### src/sdcp_pkg.sv
// shared types and constants for the signed decimal command parser
`default_nettype none

package sdcp_pkg;

    // parser phase
    typedef enum logic [1:0] {
        PH_IDLE    = 2'd0,
        PH_SKIP    = 2'd1,
        PH_COLLECT = 2'd2
    } phase_t;

    // result status codes
    localparam logic [1:0] ST_VALUE    = 2'd0;
    localparam logic [1:0] ST_NO_NUM   = 2'd1;
    localparam logic [1:0] ST_OVERFLOW = 2'd2;
    localparam logic [1:0] ST_BAD_CHAR = 2'd3;

    // byte codes
    localparam logic [7:0] CH_ZERO   = 8'h30;
    localparam logic [7:0] CH_NINE   = 8'h39;
    localparam logic [7:0] CH_MINUS  = 8'h2d;
    localparam logic [7:0] CH_LF     = 8'h0a;
    localparam logic [7:0] CH_CR     = 8'h0d;
    localparam logic [7:0] CH_SPACE  = 8'h20;
    localparam logic [7:0] CH_TAB    = 8'h09;
    localparam logic [7:0] HEADER_RESET = 8'h61;

    localparam int MAG_W  = 31;
    localparam int NUM_W  = 32;
    localparam int BYTE_W = 8;

    // one result transaction
    typedef struct packed {
        logic [BYTE_W-1:0]       bad_char;
        logic signed [NUM_W-1:0] number;
        logic [1:0]              status;
    } sdcp_result_t;

endpackage

`default_nettype wire

### src/signed_decimal_command_parser.sv
// Signed decimal command parser: takes one received byte per transaction and
// returns at most one result per byte. After the header byte (cfg register,
// reset 'a') it skips blanks, takes an optional minus sign and decimal digits,
// and on CR or LF returns the signed value; it reports no number, overflow
// past 2147483647, or an unexpected byte. Throughput is one byte per clock
// while the result register is free or being emptied; a byte goes through
// an input register, then the accumulator update (magnitude*10 + digit with
// overflow check), then the result register, which offers the result. Both
// stages keep moving while a result waits, as long as the result register
// is free or being emptied in the same cycle.
`default_nettype none

module signed_decimal_command_parser
    import sdcp_pkg::*;
(
    input  wire logic        clk,
    input  wire logic        rst_n,
    // configuration
    input  wire logic        cfg_we,
    input  wire logic [7:0]  cfg_data,    // header_char
    // byte input
    input  wire logic        s_tvalid,
    output logic             s_tready,
    input  wire logic [7:0]  s_tdata,     // [7:0] rx_byte
    // result output
    output logic             m_tvalid,
    input  wire logic        m_tready,
    output logic [47:0]      m_tdata      // [1:0] status, [33:2] number,
                                          // [41:34] bad_char, [47:42] zero
);

    logic [BYTE_W-1:0]  header_reg;
    logic               in_valid_reg, in_valid_next;
    logic [BYTE_W-1:0]  in_byte_reg;
    logic               out_valid_reg, out_valid_next;
    sdcp_result_t       result_reg;
    logic               advance;
    logic               step;
    logic               emit;
    sdcp_result_t       result;

    // pipeline control
    assign advance  = !out_valid_reg || m_tready;
    assign step     = in_valid_reg && advance;
    assign s_tready = !in_valid_reg || advance;

    assign in_valid_next  = (s_tvalid && s_tready) ? 1'b1 : (step ? 1'b0 : in_valid_reg);
    assign out_valid_next = advance ? (step && emit) : out_valid_reg;

    // header register
    always_ff @(posedge clk or negedge rst_n)
    begin
        if (!rst_n)
            header_reg <= HEADER_RESET;
        else if (cfg_we)
            header_reg <= cfg_data;
    end

    // input register
    always_ff @(posedge clk or negedge rst_n)
    begin
        if (!rst_n)
            in_valid_reg <= 1'b0;
        else
            in_valid_reg <= in_valid_next;
    end

    always_ff @(posedge clk)
    begin
        if (s_tvalid && s_tready)
            in_byte_reg <= s_tdata;
    end

    sdcp_core u_core (
        .clk         (clk),
        .rst_n       (rst_n),
        .step        (step),
        .rx_byte     (in_byte_reg),
        .header_char (header_reg),
        .emit        (emit),
        .result      (result)
    );

    // result register
    always_ff @(posedge clk or negedge rst_n)
    begin
        if (!rst_n)
            out_valid_reg <= 1'b0;
        else
            out_valid_reg <= out_valid_next;
    end

    always_ff @(posedge clk)
    begin
        if (step && emit)
            result_reg <= result;
    end

    assign m_tvalid = out_valid_reg;
    assign m_tdata  = {6'd0, result_reg};

    // a held input byte is not lost while the output is stalled
    assert property (@(posedge clk) disable iff (!rst_n)
        in_valid_reg && !advance |=> in_valid_reg && $stable(in_byte_reg))
        else $error("input byte dropped during stall");

    // only a value result carries a number
    assert property (@(posedge clk) disable iff (!rst_n)
        m_tvalid && result_reg.status != ST_VALUE |-> result_reg.number == '0)
        else $error("number set on error result");

endmodule

`default_nettype wire

### src/sdcp_core.sv
// parser state and per-byte update
`default_nettype none

module sdcp_core
    import sdcp_pkg::*;
(
    input  wire logic               clk,
    input  wire logic               rst_n,
    input  wire logic               step,
    input  wire logic [BYTE_W-1:0]  rx_byte,
    input  wire logic [BYTE_W-1:0]  header_char,
    output logic                    emit,
    output sdcp_result_t            result
);

    phase_t             phase_reg, phase_next;
    logic [MAG_W-1:0]   mag_reg, mag_next;
    logic               neg_reg, neg_next;

    logic               is_digit;
    logic               is_eol;
    logic               is_blank;
    logic [3:0]         digit;
    logic [MAG_W+3:0]   mag_x10;
    logic               overflow;
    logic [NUM_W-1:0]   mag_ext;

    // byte classes
    assign is_digit = (rx_byte >= CH_ZERO) && (rx_byte <= CH_NINE);
    assign is_eol   = (rx_byte == CH_LF) || (rx_byte == CH_CR);
    assign is_blank = (rx_byte == CH_SPACE) || (rx_byte == CH_TAB);
    assign digit    = rx_byte[3:0];

    // magnitude*10 + digit, overflow when past 2^31-1
    assign mag_x10  = ({4'd0, mag_reg} << 3) + ({4'd0, mag_reg} << 1)
                      + {{MAG_W{1'b0}}, digit};
    assign overflow = |mag_x10[MAG_W+3:MAG_W];
    assign mag_ext  = {1'b0, mag_reg};

    // next state and result
    always_comb
    begin
        phase_next      = phase_reg;
        mag_next        = mag_reg;
        neg_next        = neg_reg;
        emit            = 1'b0;
        result.status   = ST_VALUE;
        result.number   = '0;
        result.bad_char = '0;
        if (step)
        begin
            case (phase_reg)
                PH_SKIP:
                begin
                    if (is_blank)
                    begin
                        phase_next = PH_SKIP;
                    end
                    else if (rx_byte == CH_MINUS)
                    begin
                        neg_next   = 1'b1;
                        phase_next = PH_COLLECT;
                    end
                    else if (is_digit)
                    begin
                        mag_next   = {{(MAG_W-4){1'b0}}, digit};
                        phase_next = PH_COLLECT;
                    end
                    else if (is_eol)
                    begin
                        emit          = 1'b1;
                        result.status = ST_NO_NUM;
                    end
                end
                PH_COLLECT:
                begin
                    if (is_digit)
                    begin
                        if (overflow)
                        begin
                            emit          = 1'b1;
                            result.status = ST_OVERFLOW;
                        end
                        else
                        begin
                            mag_next = mag_x10[MAG_W-1:0];
                        end
                    end
                    else if (is_eol)
                    begin
                        emit          = 1'b1;
                        result.status = ST_VALUE;
                        result.number = neg_reg ? -mag_ext : mag_ext;
                    end
                    else
                    begin
                        emit            = 1'b1;
                        result.status   = ST_BAD_CHAR;
                        result.bad_char = rx_byte;
                    end
                end
                default:
                begin
                    phase_next = (rx_byte == header_char) ? PH_SKIP : PH_IDLE;
                end
            endcase
            // any result clears the line
            if (emit)
            begin
                phase_next = PH_IDLE;
                mag_next   = '0;
                neg_next   = 1'b0;
            end
        end
    end

    // state registers
    always_ff @(posedge clk or negedge rst_n)
    begin
        if (!rst_n)
        begin
            phase_reg <= PH_IDLE;
            mag_reg   <= '0;
            neg_reg   <= 1'b0;
        end
        else
        begin
            phase_reg <= phase_next;
            mag_reg   <= mag_next;
            neg_reg   <= neg_next;
        end
    end

    // a result always leaves the parser idle and cleared
    assert property (@(posedge clk) disable iff (!rst_n)
        step && emit |=> phase_reg == PH_IDLE && mag_reg == '0 && !neg_reg)
        else $error("parser not cleared after result");

    // magnitude and sign only live while collecting
    assert property (@(posedge clk) disable iff (!rst_n)
        phase_reg != PH_COLLECT |-> mag_reg == '0 && !neg_reg)
        else $error("stale magnitude outside collect phase");

endmodule

`default_nettype wire

### config.mk
export PLATFORM = sky130hd
export DESIGN_NAME = signed_decimal_command_parser
export DESIGN_NICKNAME = d
export VERILOG_FILES = /design/src/sdcp_pkg.sv /design/src/signed_decimal_command_parser.sv /design/src/sdcp_core.sv
export SDC_FILE = /design/constraint.sdc
export NUM_CORES = 1
export LEC_CHECK = 0
export ABC_AREA = 1
export CORE_MARGIN = 4
export CORE_UTILIZATION = 55
export CTS_BUF_LIST = sky130_fd_sc_hd__clkbuf_16
export CTS_CLUSTER_SIZE = 10
export DETAILED_ROUTE_END_ITERATION = 10
export DONT_BUFFER_PORTS = 1
export GPL_ROUTABILITY_DRIVEN = 1
export GPL_TIMING_DRIVEN = 0
export HOLD_SLACK_MARGIN = 0.12
export MAX_ROUTING_LAYER = met4
export PLACE_DENSITY = 0.7
export SLEW_MARGIN = 30
export SYNTH_ARGS = -nofsm -noshare
export SYNTH_HDL_FRONTEND = slang
export SYNTH_HIERARCHICAL = 1
export SYNTH_SLANG_ARGS = --single-unit
export TNS_END_PERCENT = 100
### constraint.sdc
create_clock -name clk -period 7.15 [get_ports clk]
set_clock_uncertainty 0.2 [all_clocks]
set_input_delay 0 -clock clk [delete_from_list [all_inputs] [get_ports clk]]
set_output_delay 0 -clock clk [all_outputs]
set_load 0.05 [all_outputs]
# ---- Yosys cells after proc, flatten, opt, wreduce, memory -nomap -nowiden
# Cells that the tools add are included.
dict set report classes {
  add_sub_neg 3
  n_lt_le_gt_ge 2
  n_eq_ne 16
  mux 37
  bitwise 4
  reduce_logical 21
}
# op n
set ops {}
lappend ops {{$mux 31} 7}
lappend ops {{$pmux 31 s2} 1}
lappend ops {{$add 34x32->35} 1}
lappend ops {{$add 35x4->35} 1}
lappend ops {{$neg 31->32} 1}
lappend ops {{$eq 8x4->1 const B} 3}
lappend ops {{$mux 2} 9}
lappend ops {{$mux 1} 17}
lappend ops {{$eq 8x6->1 const B} 2}
lappend ops {{$reduce_or 4->1} 3}
lappend ops {{$ne 3x3->1 const B} 3}
lappend ops {{$eq 8x8->1} 1}
lappend ops {{$ge 8x6->1 const B} 1}
lappend ops {{$le 8x6->1 const B} 1}
lappend ops {{$pmux 2 s2} 2}
lappend ops {{$reduce_and 7->1} 1}
lappend ops {{$ne 3x1->1 const B} 2}
lappend ops {{$reduce_bool 2->1} 3}
lappend ops {{$ne 5x1->1 const B} 1}
lappend ops {{$reduce_or 5->1} 1}
lappend ops {{$logic_and 1x1->1} 4}
lappend ops {{$logic_or 1x1->1} 4}
lappend ops {{$not 1->1} 4}
lappend ops {{$reduce_and 4->1} 1}
lappend ops {{other kinds (8)} 9}
dict set report word_totals {
  ff_bits 94
  in_bits 21
  word_cells 94
}

# ---- Longest topological paths before layout
# Gate-level depths: netlist of the first run.
dict set report logic_depth {
  word_depth 10
  mapped_depth 23
}

# ---- By module
# The synthesis of the first run kept the hierarchy.
# module instances cells_each area_per_inst_um2 seq_area_each_um2
set modules_own_cells {}
lappend modules_own_cells {sdcp_core 1 873 5275.1 850.8}
lappend modules_own_cells {signed_decimal_command_parser 1 105 1966.9 1755.4}

# ---- Worst setup path before layout of the first run
# OpenSTA, ideal clock, no wires.
dict set report synth_path {
  path_kind {register to register}
  from {reg u_core.mag_reg[2]}
  to {reg result_reg, in the netlist m_tdata[0] (enable)}
  t_arrival_ns 4.349
  slack_ns 2.159
  path_stages_with_launch 22
  path_buffers 0
  period_less_slack_ns 4.991
  path_cell_list {dfrtp_1 > inv_1 > fa_1 > inv_1 > fa_1 > nand2_1 > nand2_1 > nand3b_1 > nand2_1 > nand2_1 > nand2_1 > nand2_1 > nand3_1 > nand2_1 > nor2_1 > nand2_1 > nand2_2 > nand3_4 > nand2_4 > inv_1 > inv_1 > nor2_1}
}
dict set report synth_between {
  elab_chain_cells 9
}
# element line
set synth_rtl {}
lappend synth_rtl {{from (decl)} sdcp_core.sv:17} ;# logic [MAG_W-1:0] mag_reg, mag_next;
lappend synth_rtl {{from (signal assigned)} sdcp_core.sv:129} ;# mag_reg <= mag_next;
lappend synth_rtl {{$add 34x32->35} sdcp_core.sv:35} ;# assign mag_x10 = ({4'd0, mag_reg} << 3) + ({4'd0, mag_reg} << 1)
lappend synth_rtl {{$add 35x4->35} sdcp_core.sv:36} ;# + {{MAG_W{1'b0}}, digit};
lappend synth_rtl {{$reduce_or 4->1} sdcp_core.sv:37} ;# assign overflow = |mag_x10[MAG_W+3:MAG_W];
lappend synth_rtl {{$mux 1} sdcp_core.sv:79} ;# if (overflow)
lappend synth_rtl {{$mux 1} sdcp_core.sv:77} ;# if (is_digit)
lappend synth_rtl {{$pmux 1 s2} sdcp_core.sv:52} ;# case (phase_reg)
lappend synth_rtl {{$mux 1 (2 in a row)} sdcp_core.sv:50} ;# if (step)
lappend synth_rtl {{via emit} signed_decimal_command_parser.sv:39} ;# logic emit;
lappend synth_rtl {{$logic_and 1x1->1} signed_decimal_command_parser.sv:95} ;# if (step && emit)
lappend synth_rtl {{to (signal assigned)} signed_decimal_command_parser.sv:96} ;# result_reg <= result;
lappend synth_rtl {{to (decl)} signed_decimal_command_parser.sv:36} ;# sdcp_result_t result_reg;
# The timed path passes the listed nets, and every way through them passes these cells. The select of a mux whose other input is x is not followed.
# A chain may end at the register's enable or synchronous reset.

# ---- Final worst setup path of the first run
dict set report layout_path {
  from {reg u_core.mag_reg[2]}
  to {reg result_reg, in the netlist m_tdata[18] (enable)}
}
# Same word-level chain as after synthesis.

==> flow_metrics.env, run 1 <==
export IMPL_clk_latency_ns=0.35
export IMPL_switchingPower_mw=0.634
export IMPL_yosysSeqAreaShare_pct=36.0
export IMPL_status="complete, no violations"
export IMPL_reg2reg_to="m_tdata[18]"
export IMPL_synth_edf_count=50
export IMPL_p_seq_share_pct=37.9
export IMPL_detailedPlace_worstSlack_ns=2.73
export IMPL_core_mm2=0.0128
export IMPL_min_from="cfg_data[4]"
export IMPL_grt_pass1_wl_um=30400
export IMPL_vias_per_cell=5.49
export IMPL_dpl_cell_area_mm2=0.00751
export IMPL_hold_depth=3
export IMPL_setup_violations=0
export IMPL_power_density_mw_per_mm2=204
export IMPL_async_flop_share_pct=46.8
export IMPL_cp_max_fo=26
export IMPL_synth_warning_count=6
export IMPL_cts_repair_resized=0
export IMPL_wirelength_um=18800
export IMPL_power_leakage_nw=4.23
export IMPL_cts_root_buf="clkbuf_16"
export IMPL_place_gp_congestion=0.947
export IMPL_netlist_instances=978
export IMPL_die_area_mm2=0.0151
export IMPL_reg2reg_from="u_core/mag_reg[2]"
export IMPL_drive_gt1_share_pct=7.35
export IMPL_die_w_um=123
export IMPL_antenna_found_initial=0
export IMPL_p_sw_share_pct=38.1
export IMPL_n_antenna_cell=0
export IMPL_design_area_mm2=0.00818
export IMPL_grt_pass1_vias=6138
export IMPL_r2r_cells=22
export IMPL_htreeDepth=3
export IMPL_p_int_mw=1.03
export IMPL_finalPower_mw=1.67
export IMPL_die_h_um=123
export IMPL_placement_io_buffers=0
export IMPL_tns_ns=0
export IMPL_cts_buffers=9
export IMPL_setup_ws_ns=2.68
export IMPL_clock_sinks=94
export IMPL_drtAntennaViolNets=0
export IMPL_final_min_clock_period_ns=4.47
export IMPL_rows=41
export IMPL_num_vias=6620
export IMPL_min_path_type="in -> reg"
export IMPL_tightestPinTransition_ns=0.713
export IMPL_path_clk_slew_ns=0.06
export IMPL_cap_violations=0
export IMPL_num_nets_final=1116
export IMPL_hpwl_um=14100
export IMPL_ir_drop_uv=153
export IMPL_p_clk_share_pct=28.1
export IMPL_largest_reg_flops=42
export IMPL_ys_ff_latch=94
export IMPL_yosys_area_top_type_share_pct=20.7
export IMPL_synthToLayoutAreaGrowth_pct=12.9
export IMPL_critPathKind="reg -> reg"
export IMPL_clock_path_buffers=2
export IMPL_rsz0062_at_grt="false"
export IMPL_synth_area_leaders="edfxtp_1 (21%), nand2_1 (15%), dfrtp_1 (14%)"
export IMPL_p_comb_share_pct=34.0
export IMPL_drc=0
export IMPL_avgSynthCellArea_um2=7.40
export IMPL_cp_arrival_ns=4.32
export IMPL_critPathLaunchType="register"
export IMPL_r2r_setup_slack_ns=2.68
export IMPL_post_cts_buffers=0
export IMPL_min_to="header_reg[4]"
export IMPL_yosys_area_top_type="edfxtp_1"
export IMPL_final_hold_violation_count=0
export IMPL_fin_crit_sh_pct=62.5
export IMPL_yosys_most_used_dff="edfxtp_1"
export IMPL_boundaryPins=71
export IMPL_setup_worst_path_end_class="register"
export IMPL_relSlewSlack_pct=52.5
export IMPL_fmax_mhz=224
export IMPL_post_drt_wl_per_cell_um=15.6
export IMPL_dr_pass1_iters=5
export IMPL_cts_tree="yes"
export IMPL_grt_start_max_net_pins=42
export IMPL_synth_cell_types=43
export IMPL_cp_required_ns=7.00
export IMPL_netlist_area_mm2=0.00724
export IMPL_grt_overflow=0
export IMPL_start_util_pct=56.7
export IMPL_slew_viol_final=0
export IMPL_drt_initial_drc_count=580
export IMPL_track_usage_pct=26.5
==> cells in the mapped netlist (all sizes together) (2+ instances only) <==
library cell,count
nor3,20
a21oi,86
or2,17
xnor2,9
inv,119
dfstp,3
and3,2
edfxtp,50
fa,2
nand3b,3
nor4,4
a211oi,4
o21ai,43
nand4,8
o31ai,2
clkbuf,9
nand2,288
nor3b,3
buf,22
xor2,19
o21a,5
dfrtp,41
ha,64
nand3,63
o21bai,6
nor2,77
a31oi,5
==> metrics by stage <==
step	instances	hold WS, ns	utilization, %
after global placement	1155	-0.494	58.5
final	1206	0.134	64.0
after CTS	1206	0.123	64.0
after global routing	1206	0.142	64.0
after detailed placement	1156	-0.494	58.8
after floorplan	983	-0.496	-
==> layout make-up <==
| class | instances | area, um^2 |
|---|---|---|
| flip-flops and latches | 94 | 2610 |
| multi-input cells | 739 | 4030 |
| fillers | 1145 | 4600 |
| well taps | 172 | 215 |
| repair buffers | 35 | 403 |
| clock buffers | 9 | 225 |
| clock inverters | 7 | 66.3 |
| plain buffers | 31 | 189 |
| inverters | 119 | 447 |
==> timing repair <==
item,4_1_cts,5_1_grt
endpoints found under the setup margin,0,0
hold buffers,34,0
endpoints found under the hold margin,88,0
==> worst max-delay path, cell delays in order (launching register included) <==
cell	delay, ns
dfrtp_1	0.48
inv_1	0.09
fa_1	0.48
inv_1	0.07
fa_1	0.42
nand2_1	0.10
nand2_1	0.07
nand3b_1	0.08
nand2_1	0.14
nand2_1	0.10
nand2_1	0.16
nand2_1	0.14
nand3_1	0.07
nand2_1	0.06
nor2_1	0.04
nand2_1	0.14
nand2_2	0.12
nand3_4	0.16
nand2_4	0.12
inv_1	0.09
inv_1	0.08
nor2_4	0.49
buf_16	0.25
==> routing by layer <==
layer / wire [um] / vias to the layer above / part of all wire (%) / track usage (%)
li1: - / 3313 / - / -
met1: 8370 / 3021 / 44 / 35.4
met2: 8690 / 235 / 46 / 40.0
met3: 1180 / 51 / 6.3 / 4.88
met4: 609 / 0 / 3.2 / 10.1
met5: 0 / - / 0 / -
==> worst max-delay path by stage <==
stage                  end  cells after the start         startpoint
2_1_floorplan   m_tdata[0]                     21  u_core/mag_reg[2]
3_3_place_gp   m_tdata[27]                     21  u_core/mag_reg[2]
3_5_place_dp   m_tdata[18]                     22  u_core/mag_reg[2]
4_1_cts        m_tdata[18]                     22  u_core/mag_reg[2]
5_1_grt        m_tdata[18]                     22  u_core/mag_reg[2]
6_report       m_tdata[18]                     22  u_core/mag_reg[2]
==> layout by cell type, fill, tap and decap left out, types with 15 or more instances in the layout <==
| cell type | count |
|---|---|
| nor3_1 | 18 |
| nand3_1 | 62 |
| dfrtp_1 | 41 |
| xor2_1 | 19 |
| a21oi_1 | 86 |
| edfxtp_1 | 50 |
| dlygate4sd3_1 | 32 |
| nand2_1 | 282 |
| or2_2 | 15 |
| nor2_1 | 76 |
| inv_1 | 111 |
| ha_1 | 64 |
| o21ai_0 | 41 |
==> power by group through the flow <==
stage               Combinational, mW  Clock, mW  Sequential [mW]
global placement                0.520          0            0.640
floorplan                       0.400          0            0.632
global route                    0.636      0.495            0.634
CTS                             0.555      0.474            0.630
finish                          0.567      0.468            0.631
detailed placement              0.527          0            0.641
==> logic make-up (layout without fill, tap and decap cells) <==
family | Yosys count | count (layout) | share of synthesized area, %
AOI/OAI and AO/OA | 152 | 152 | 11.3
xor gates and xnor gates | 28 | 28 | 3.39
adders and majority gates | 66 | 66 | 11.6
buffers and inverters | 150 | 201 | 8.78
DFF | 94 | 94 | 36.0
muxes | 1 | 1 | 0.138
other | 1 | 6 | 0.0518
and+or+nand+nor | 486 | 486 | 28.8
Note: power is estimated with default switching activity, not from simulation.
==> run 2: changes to the inputs <==
clock period = 4.4 ns   (was 7.15 ns; I/O delays follow)
==> run 2 against run 1 <==
Effect of this change: final cell count up 0.41%; first-iteration DRC count up 12%; die area unchanged; sequential share of layout area down 0.12 points; maximum frequency up 6.7%; largest cell class unchanged; largest power group unchanged; highest routed layer unchanged.
==> flow_metrics.env, run 2 (same netlist as run 1, synthesis figures left out) <==
export IMPL_final_cell_mix="nand2_1 (281), inv_1 (111), a21oi_1 (86), nor2_1 (76), ha_1 (64)"
export IMPL_start_util_pct=56.7
export IMPL_use_met1_pct=36.6
export IMPL_n_antenna_cell=0
export IMPL_setup_worst_path_end_class="register"
export IMPL_num_nets_final=1121
export IMPL_cts_buffers=9
export IMPL_r2r_cells=22
export IMPL_placement_io_buffers=0
export IMPL_antenna_found_initial=0
export IMPL_cp_required_ns=4.25
export IMPL_dr_pass1_iters=5
export IMPL_boundaryPins=71
export IMPL_grt_overflow=0
export IMPL_place_gp_congestion=0.918
export IMPL_cp_arrival_ns=4.04
export IMPL_drt_initial_drc_count=648
export IMPL_die_area_mm2=0.0151
export IMPL_track_usage_pct=27.0
export IMPL_num_vias=6677
export IMPL_final_hold_violation_count=0
export IMPL_grt_pass1_wl_um=30900
export IMPL_cap_violations=0
export IMPL_tns_ns=0
export IMPL_synthToLayoutAreaGrowth_pct=13.5
export IMPL_drive_gt1_share_pct=8.08
export IMPL_hpwl_um=14300
export IMPL_status="complete, no violations"
export IMPL_cts_root_buf="clkbuf_16"
export IMPL_drtAntennaViolNets=0
export IMPL_use_met2_pct=43.3
export IMPL_tightestPinTransition_ns=0.731
export IMPL_clock_sinks=94
export IMPL_setup_violations=0
export IMPL_rows=41
export IMPL_relSlewSlack_pct=51.3
export IMPL_power_leakage_nw=4.24
export IMPL_core_mm2=0.0128
export IMPL_critPathKind="reg -> reg"
export IMPL_utilization_pct=64.3
export IMPL_final_min_clock_period_ns=4.19
export IMPL_clk_latency_ns=0.35
export IMPL_wirelength_um=19300
export IMPL_grt_pass1_vias=6152
export IMPL_cts_tree="yes"
export IMPL_fill_cells=1145
export IMPL_layout_commonest_cell="nand2_1"
export IMPL_fmax_mhz=239
export IMPL_slew_viol_final=0
export IMPL_min_path_type="in -> reg"
export IMPL_clock_path_buffers=2
export IMPL_ir_drop_uv=323
export IMPL_met3_usage_pct=4.24
export IMPL_drc=0
export IMPL_grt_start_max_net_pins=42
export IMPL_post_drt_wl_per_cell_um=16.0
export IMPL_die_h_um=123
export IMPL_vias_per_cell=5.51
export IMPL_critPathLaunchType="register"
export IMPL_power_density_mw_per_mm2=328
export IMPL_path_clk_slew_ns=0.06
export IMPL_largest_reg_flops=42
export IMPL_die_w_um=123
export IMPL_fin_crit_sh_pct=95.2
export IMPL_busiest_layer="met2"
export IMPL_cp_max_fo=19
export IMPL_htreeDepth=3
export IMPL_hold_depth=3
run 2: area by class of cell:
type	instances	area [um^2]	area share, %
Buffer	31	189	2.30
Tap cell	172	215	2.62
Timing Repair Buffer	40	459	5.59
Multi-Input combinational cell	739	4030	49.0
Clock inverter	7	43.8	0.533
Clock buffer	9	225	2.74
Sequential cell	94	2610	31.7
Inverter	119	447	5.44
run 2: path summary, 6_finish.rpt:
| path | start | endpoint | slack [ns] |
|---|---|---|---|
| worst max-delay path | u_core/mag_reg[2] | m_tdata[21] | 0.21 |
| worst min-delay path | cfg_data[4] | header_reg[4] | 0.14 |
| worst max register to register | u_core/mag_reg[2] | m_tdata[21] | 0.21 |
| worst min register to register | header_reg[5] | header_reg[5] | 0.28 |
| max in group asynchronous | rst_n | u_core/mag_reg[2] | 3.13 |
| min in group asynchronous | rst_n | header_reg[0] | 0.64 |
run 2: through the flow:
step	instance area (um^2)	setup slack [ns]	hold WS [ns]	power, mW	std cells
3_5_place_dp	7530	0.00918	-0.494	1.92	1157
4_1_cts	8200	0.175	0.120	2.66	1210
5_1_grt	8220	-0.0143	0.162	2.83	1211
2_1_floorplan	7260	0.0985	-0.496	1.68	983
3_3_place_gp	7480	-0.987	-0.494	1.90	1155
6_report	8220	0.210	0.136	2.70	1211
run 2: metal layers:
metal / share of wire (%) / wire, um / vias to the layer above
li1: - / - / 3329
met1: 44 / 8550 / 3060
met2: 48 / 9210 / 254
met3: 6.7 / 1300 / 34
met4: 1.5 / 286 / 0
met5: 0 / 0 / -
run 2: what timing repair did:
action / in CTS / in global routing
setup endpoints to repair: 32 / 42
hold buffers: 35 / 0
resized for setup: 0 / 6
pin swaps: 1 / 2
buffers inserted: 2 / 1
endpoints found under the hold margin: 114 / 0
run 2: worst max-delay path, cell delays in order (launching register included):
cell	delay, ns
dfrtp_2	0.46
inv_1	0.09
fa_1	0.49
inv_1	0.07
fa_1	0.43
nand2_1	0.10
nand2_1	0.07
nand3b_1	0.08
nand2_1	0.15
nand2_1	0.10
nand2_1	0.17
nand2_2	0.12
nand3_1	0.07
nand2_1	0.07
nor2_1	0.04
nand2_1	0.15
nand2_2	0.12
nand3_4	0.14
nand2_4	0.11
inv_1	0.11
inv_1	0.08
nor2_4	0.26
buf_16	0.20
run 2: report_power, final:
group	internal [mW]	total, mW	leakage, nW	switching (mW)
combinational	0.280	0.958	3.05	0.678
sequential	0.970	1.03	1.07	0.0605
clock	0.380	0.710	0.130	0.331
total	1.63	2.70	4.24	1.07
==> run 3: changes to the inputs <==
MAX_ROUTING_LAYER = unset   (was met4)
PLACE_DENSITY = 0.82   (was 0.7)
==> run 3 against run 2 <==
Effect of this change: critical path depth did not move; total power increased by 2.2%; non-clock buffer count is the same; global-route usage is 0.93 points lower; maximum frequency decreased by 2.3%; sequential power about the same; die area is the same.
==> flow_metrics.env, run 3 (same netlist as run 1, synthesis figures left out) <==
export IMPL_final_cell_mix="nand2_1 (282), inv_1 (111), a21oi_1 (86), nor2_1 (76), ha_1 (64)"
export IMPL_layout_commonest_cell="nand2_1"
export IMPL_cts_buffers=9
export IMPL_grt_pass1_vias=6258
export IMPL_drive_gt1_share_pct=7.99
export IMPL_utilization_pct=64.3
export IMPL_hpwl_um=14000
export IMPL_cp_max_fo=28
export IMPL_drt_initial_drc_count=803
export IMPL_critPathKind="reg -> reg"
export IMPL_tightestPinTransition_ns=0.630
export IMPL_setup_violations=0
export IMPL_ir_drop_uv=227
export IMPL_ff_latch_area_mm2=0.00261
export IMPL_cp_required_ns=4.25
export IMPL_slowest_stage="fa_1"
export IMPL_rsz0062_at_grt="false"
export IMPL_clk_latency_ns=0.35
export IMPL_drc=0
export IMPL_place_gp_congestion=0.947
export IMPL_cp_arrival_ns=4.14
export IMPL_post_drt_wl_per_cell_um=16.2
export IMPL_slew_viol_final=0
export IMPL_num_vias=6723
export IMPL_final_hold_violation_count=0
export IMPL_die_h_um=123
export IMPL_path_clk_slew_ns=0.07
export IMPL_cts_root_buf="clkbuf_16"
export IMPL_relSlewSlack_pct=58.0
export IMPL_grt_overflow=0
export IMPL_grt_start_max_net_pins=42
export IMPL_fmax_mhz=233
export IMPL_num_nets_final=1121
export IMPL_start_util_pct=56.7
export IMPL_p_comb_share_pct=34.6
export IMPL_htreeDepth=3
export IMPL_finalPower_mw=2.76
export IMPL_power_density_mw_per_mm2=336
export IMPL_cpPeakStageDelay_ns=0.52
export IMPL_p_clk_share_pct=28.0
export IMPL_track_usage_pct=26.1
export IMPL_synthToLayoutAreaGrowth_pct=13.3
export IMPL_final_min_clock_period_ns=4.29
export IMPL_drtAntennaViolNets=0
export IMPL_placement_io_buffers=0
export IMPL_die_area_mm2=0.0151
export IMPL_die_w_um=123
export IMPL_rows=41
export IMPL_antenna_found_initial=0
export IMPL_boundaryPins=71
export IMPL_core_mm2=0.0128
export IMPL_clock_path_buffers=2
export IMPL_hold_ws_ns=0.126
export IMPL_path_cells="inv_1, fa_1, inv_1, fa_1, nand2_1, nand2_1, nand3b_1, nand2_1, nand2_1, nand2_1, nand2_1, nand3_1, nand2_1, nor2_1, nand2_1, nand2_2, nand3_4, nand2_4, inv_1, inv_1, nor2_4, buf_16"
export IMPL_critPathLaunchType="register"
export IMPL_fill_cells=1050
export IMPL_setup_worst_path_end_class="register"
export IMPL_cap_violations=0
export IMPL_p_seq_share_pct=37.4
export IMPL_cp_common_cell="nand2_1"
export IMPL_status="complete, no violations"
export IMPL_p_int_mw=1.69
export IMPL_cts_tree="yes"
export IMPL_vias_per_cell=5.55
export IMPL_grt_pass1_wl_um=30800
export IMPL_n_antenna_cell=0
export IMPL_multi_input_area_mm2=0.00403
export IMPL_clock_sinks=94
export IMPL_min_path_type="in -> reg"
export IMPL_largest_reg_flops=42
export IMPL_switchingPower_mw=1.07
export IMPL_fin_crit_sh_pct=97.5
export IMPL_p_sw_share_pct=38.7
export IMPL_wirelength_um=19600
export IMPL_dr_pass1_iters=7
export IMPL_tns_ns=0
export IMPL_power_leakage_nw=4.26
[run 3: final cells by class]
| cell class | instances | share of cell area (%) |
|---|---|---|
| Clock inverter | 7 | 0.793 |
| Multi-Input combinational cell | 739 | 49.1 |
| Clock buffer | 9 | 2.74 |
| Sequential cell | 94 | 31.8 |
| Tap cell | 172 | 2.62 |
| Timing Repair Buffer | 40 | 5.27 |
| Buffer | 31 | 2.30 |
| Inverter | 119 | 5.44 |
[run 3: power by group through the flow]
stage | Combinational [mW] | Sequential [mW] | Clock (mW)
5_1_grt | 1.04 | 1.04 | 0.807
3_3_place_gp | 0.812 | 1.04 | 0
6_report | 0.955 | 1.03 | 0.771
4_1_cts | 0.887 | 1.03 | 0.768
3_5_place_dp | 0.839 | 1.04 | 0
2_1_floorplan | 0.650 | 1.03 | 0
[run 3: path summary, 6_finish.rpt]
check | from | to | slack, ns | depth (start not counted)
setup / recovery | u_core/mag_reg[0] | m_tdata[30] | 0.11 | 22
hold / removal | cfg_data[2] | header_reg[2] | 0.13 | 3
setup reg to reg | u_core/mag_reg[0] | m_tdata[30] | 0.11 | 22
hold reg to reg | header_reg[6] | header_reg[6] | 0.32 | 2
max in group asynchronous | rst_n | u_core/mag_reg[28] | 3.14 | 4
min in group asynchronous | rst_n | header_reg[6] | 0.62 | 3
[run 3: routing by layer]
| layer | vias up | track usage, % | part of all wire, % |
|---|---|---|---|
| li1 | 3319 | - | - |
| met2 | 337 | 41.6 | 46 |
| met5 | - | 0 | 0 |
| met1 | 3009 | 35.6 | 43 |
| met3 | 58 | 3.41 | 7.3 |
| met4 | 0 | 11.4 | 3.7 |
[run 3: critical path, delay by kind of cell, from the launching register on]
family	cells	cell delay, ns
buf+inv	5	0.62
flops	1	0.41
simple gates	15	1.76
fa+ha+maj	2	0.98
[run 3: stage by stage]
stage          cell area (um^2)  setup WS [ns]  std cells
6_report                   8210          0.111       1211
3_3_place_gp               7480         -0.822       1155
3_5_place_dp               7510        -0.0539       1156
2_1_floorplan              7260         0.0985        983
4_1_cts                    8180          0.228       1208
5_1_grt                    8210        0.00237       1211
[run 3: what timing repair did]
action / CTS / global route
endpoints found under the setup margin: 28 / 42
gates resized for setup: 0 / 1
buffers inserted: 2 / 3
hold buffers: 34 / 0
endpoints found under the hold margin: 86 / 0
pin swaps: 1 / 1
